File: config.mk
export PLATFORM = sky130hd
export DESIGN_NAME = rai_cfg
export DESIGN_NICKNAME = d
export VERILOG_FILES = /design/src/rtl/rai_pkg.sv /design/src/rtl/rai_cfg.sv
export SDC_FILE = /design/constraint.sdc
export NUM_CORES = 2
export LEC_CHECK = 0
export BUFFER_PORTS_ARGS = -buffer_cell sky130_fd_sc_hd__buf_2
export CAP_MARGIN = 5
export CORE_UTILIZATION = 35
export CTS_CLUSTER_SIZE = 16
export DETAILED_ROUTE_END_ITERATION = 10
export GPL_TIMING_DRIVEN = 0
export PLACE_DENSITY = 0.56
export SYNTH_ARGS = -nofsm -noshare
export SYNTH_HDL_FRONTEND = slang
export SYNTH_SLANG_ARGS = --single-unit
File: constraint.sdc
create_clock -name clk -period 8.75 [get_ports clk]
set_input_delay 2.1875 -clock clk [delete_from_list [all_inputs] [get_ports clk]]
set_output_delay 2.1875 -clock clk [all_outputs]
set_load 0.05 [all_outputs]
File: src/rtl/rai_pkg.sv
// Shared types, codes and constants for the ray/annulus intersection block.
package rai_pkg;

    // Result status codes
    localparam logic [1:0] ST_HIT      = 2'd0;
    localparam logic [1:0] ST_PARALLEL = 2'd1;
    localparam logic [1:0] ST_OUTSIDE  = 2'd2;
    localparam logic [1:0] ST_OVERFLOW = 2'd3;

    // Configuration register indexes
    localparam logic [2:0] REG_CENTER_X = 3'd0;
    localparam logic [2:0] REG_CENTER_Y = 3'd1;
    localparam logic [2:0] REG_CENTER_Z = 3'd2;
    localparam logic [2:0] REG_NORMAL_X = 3'd3;
    localparam logic [2:0] REG_NORMAL_Y = 3'd4;
    localparam logic [2:0] REG_NORMAL_Z = 3'd5;
    localparam logic [2:0] REG_INNER    = 3'd6;
    localparam logic [2:0] REG_OUTER    = 3'd7;

    localparam logic [31:0] NORMAL_Z_RESET = 32'h4000_0000;

    // Quotient bits produced by the divider, one per stage
    localparam int QBITS = 32;

    typedef logic signed [31:0] fix_t;

    typedef struct packed {
        fix_t [2:0]  c;
        fix_t [2:0]  n;
        logic [61:0] rin_sq;
        logic [61:0] rout_sq;
    } cfg_t;

    typedef struct packed {
        fix_t [2:0] o;
        fix_t [2:0] d;
    } ray_t;

    // Plane stage result handed to the divider
    typedef struct packed {
        ray_t        ray;
        logic [61:0] an;
        logic [60:0] ad;
        logic        neg;
        logic        par;
        logic        big;
    } div_in_t;

    // Sideband that rides along the divider stages
    typedef struct packed {
        ray_t        ray;
        logic [60:0] ad;
        logic [15:0] alo;
        logic        neg;
        logic        par;
        logic        big;
    } div_side_t;

    typedef struct packed {
        ray_t        ray;
        logic [31:0] q;
        logic        neg;
        logic        par;
        logic        big;
    } div_out_t;

    typedef struct packed {
        logic [1:0] status;
        fix_t       t;
        fix_t [2:0] p;
    } result_t;

endpackage

File: src/rtl/rai_cfg.sv
// Configuration registers and squared radii.
module rai_cfg
    import rai_pkg::*;
(
    input  logic        clk,
    input  logic        rst_n,
    input  logic        cfg_we,
    input  logic [2:0]  cfg_index,
    input  logic [31:0] cfg_data,
    output cfg_t        cfg
);

    fix_t [2:0]  c_reg;
    fix_t [2:0]  n_reg;
    logic [30:0] rin_reg;
    logic [30:0] rout_reg;
    logic [61:0] rin_sq_reg;
    logic [61:0] rout_sq_reg;

    // Write one register per beat
    always_ff @(posedge clk or negedge rst_n)
    begin
        if (!rst_n)
        begin
            c_reg    <= '0;
            n_reg    <= {NORMAL_Z_RESET, 32'd0, 32'd0};
            rin_reg  <= '0;
            rout_reg <= '0;
        end
        else if (cfg_we)
        begin
            unique case (cfg_index)
                REG_CENTER_X: c_reg[0] <= cfg_data;
                REG_CENTER_Y: c_reg[1] <= cfg_data;
                REG_CENTER_Z: c_reg[2] <= cfg_data;
                REG_NORMAL_X: n_reg[0] <= cfg_data;
                REG_NORMAL_Y: n_reg[1] <= cfg_data;
                REG_NORMAL_Z: n_reg[2] <= cfg_data;
                REG_INNER:    rin_reg  <= cfg_data[30:0];
                REG_OUTER:    rout_reg <= cfg_data[30:0];
                default:      c_reg[0] <= c_reg[0];
            endcase
        end
    end

    // Square the radii once per cycle; settles while the block is idle
    always_ff @(posedge clk or negedge rst_n)
    begin
        if (!rst_n)
        begin
            rin_sq_reg  <= '0;
            rout_sq_reg <= '0;
        end
        else
        begin
            rin_sq_reg  <= rin_reg * rin_reg;
            rout_sq_reg <= rout_reg * rout_reg;
        end
    end

    assign cfg.c       = c_reg;
    assign cfg.n       = n_reg;
    assign cfg.rin_sq  = rin_sq_reg;
    assign cfg.rout_sq = rout_sq_reg;

endmodule

==> results.json <==
{
  "ant_nets": 0,
  "drv_cap": 0,
  "initial_utilization_pct": 35.3,
  "clock_latency_ns": 0.70,
  "avgSynthCellArea_um2": 10.2,
  "worst_ep_required_time_ns": 9.31,
  "ys_warn_count": 0,
  "cp-start-kind": "register",
  "hold_viol_final": 0,
  "die_height_um": 440,
  "crit_top_cell": "fa_1",
  "vias": 47400,
  "track_usage_pct": 24.6,
  "postPlaceCellArea_um2": 72200,
  "rsz0062_at_grt": "false",
  "synth_area_um2": 67100,
  "grt_pass1_vias": 51900,
  "place_congestion": 0.979,
  "grt_max_degree": 104,
  "wl_per_cell_um": 24.2,
  "drive_above_1_share_pct": 13.3,
  "io_pins": 354,
  "fin_crit_ns": 8.59,
  "yosys.area.top_type_share_pct": 44.6,
  "crit_start": "rout_reg[9]",
  "cp-end-kind": "register",
  "area_growth_syn_to_layout_pct": 11.0,
  "synth_edf_count": 0,
  "cts_tree": "built",
  "path_clk_slew_ns": 0.06,
  "yosysTopAreaCell": "fa_1",
  "tightest_slew_ns": 1.27,
  "num-fill-cells": 19000,
  "critPathKind": "register to register",
  "synthArstFlopShare_pct": 100,
  "cts_htree_levels": 2,
  "coreArea_um2": 190000,
  "grt_remaining_overflow": 0,
  "cts_buffer_depth": 3,
  "ys_dominant_reg_cell": "dfrtp_1",
  "finalCritPeriodShare_pct": 98.1,
  "slowest_stage": "clkdlybuf4s15_1",
  "die-area_um2": 194000,
  "critical_path_arrival_ns": 9.15,
  "critPathMaxStageDelay_ns": 0.88,
  "firstDrtPassIters": 5,
  "grt_pass1_wl_mm": 345,
  "die_x_um": 440,
  "hpwl_mm": 192,
  "ys_top_cells_by_area": "fa_1 45%, dfrtp_1 14%, inv_1 10%",
  "cp_max_fo": 10,
  "ys_ff_latch": 376,
  "hold_path_class": "register to register",
  "drc": 0,
  "fin_skew_ns": 0.0316,
  "synth.distinct_cells": 83,
  "fin_area_um2": 74600,
  "multi_input_area_um2": 50100,
  "worstHoldStart": "cfg[128]",
  "clock-sinks": 376,
  "root_buffer": "clkbuf_16",
  "port_buffers": 349,
  "regArea_um2": 9430,
  "drt_iter0_drc": 3316,
  "slew_violations": 0,
  "synth_sequential_area_ratio_pct": 14.0,
  "viasPerCell": 4.95,
  "largest_register_ffs": 192,
  "synth_cells": 6598,
  "fmax_mhz": 116,
  "fin_nets": 9072,
  "grt_antenna_before_repair": 20,
  "std_cell_rows": 160,
  "yosys-top-cells-count": "1825 x inv_1, 1495 x fa_1, 587 x nand2_1",
  "ctsHoldBuffers": 0,
  "r2r-start": "rout_reg[9]",
  "wl_mm": 232,
  "outcome": "finished clean",
  "setup_viol": 0,
  "relSlewSlack_pct": 15.1,
  "hold_ws_ns": 0.498,
  "cts_made_buffers": 49,
  "synth_most_common_cell": "inv_1"
}
[cell type report]
| cell class | count | area share, % |
|---|---|---|
| Sequential cell | 376 | 12.6 |
| Buffer | 236 | 1.61 |
| Timing Repair Buffer | 368 | 2.74 |
| Multi-Input combinational cell | 4148 | 67.2 |
| Inverter | 1825 | 9.19 |
| Clock inverter | 30 | 0.611 |
| Antenna cell | 9 | 0.0302 |
| Clock buffer | 58 | 1.77 |
| Tap cell | 2511 | 4.21 |
[worst paths after layout]
path	to	slack, ns	cells after the start
setup / recovery	rout_sq_reg[56]	0.16	25
hold reg to reg	cfg[128]	0.50	1
min in group asynchronous	rout_sq_reg[50]	1.37	1
max in group asynchronous	rin_sq_reg[24]	5.61	4
hold / removal	cfg[128]	0.50	1
setup reg to reg	rout_sq_reg[56]	0.16	25
[worst max-delay path: cells and delay by family, from the launching register on]
kind                       cells  cell delay (ns)
AOI/OAI and AO/OA              5             0.93
xor gates and xnor gates       1             0.31
DFF                            1             0.44
and+or+nand+nor                3             0.85
adders and majority gates      9             4.47
buffers and inverters          7             1.41
[layout by cell type, fill, tap and decap left out, drive strengths merged, types with 7 or more instances in the layout]
| cell | n |
|---|---|
| a211oi | 15 |
| a21boi | 7 |
| a21o | 67 |
| a21oi | 151 |
| a31o | 12 |
| a31oi | 14 |
| and2 | 382 |
| and3 | 12 |
| buf | 401 |
| bufinv | 9 |
| clkbuf | 259 |
| clkinv | 12 |
| dfrtp | 375 |
| diode | 9 |
| fa | 1495 |
| ha | 535 |
| inv | 1831 |
| mux2 | 256 |
| nand2 | 587 |
| nand3 | 20 |
| nand4 | 28 |
| nor2 | 127 |
| nor2b | 26 |
| nor3 | 25 |
| o211ai | 13 |
| o21a | 10 |
| o21ai | 84 |
| o21bai | 25 |
| or2 | 10 |
| xnor2 | 101 |
| xor2 | 60 |
[repair_timing]
item | in CTS | in global routing
buffers inserted | 5 | 6
pin swaps | 4 | 6
gates resized for setup | 173 | 140
gates cloned | 0 | 0
setup endpoints to repair | 63 | 30
[cells by family after synthesis]
family	share of synthesized area (%)
other	0.00559
buffers and inverters	11.6
and+or+nand+nor	8.95
muxes	4.35
adders and majority gates	54.5
DFF	14.0
xor gates and xnor gates	2.10
AOI/OAI and AO/OA	4.41
[per-layer routing]
metal	track usage, %	part of all wire [%]
met1	32.1	41
met2	39.1	46
met3	4.09	7.1
met4	13.2	6.4
met5	0	0.041
[stage by stage]
step	setup TNS, ns	worst slack [ns]	instances	util, %
floorplan	0	1.33	6599	-
global placement	-1060.38	-2.85	9459	37.8
detailed placement	-50.44	-1.58	9466	37.9
CTS	-0.0101	-0.0101	9552	39.0
global route	0	0.00287	9553	39.1
finish	0	0.165	9561	39.2
Power is left out: the tool's default activity adds up to more than one toggle a clock period on the data nets, which glitch-free logic cannot reach.
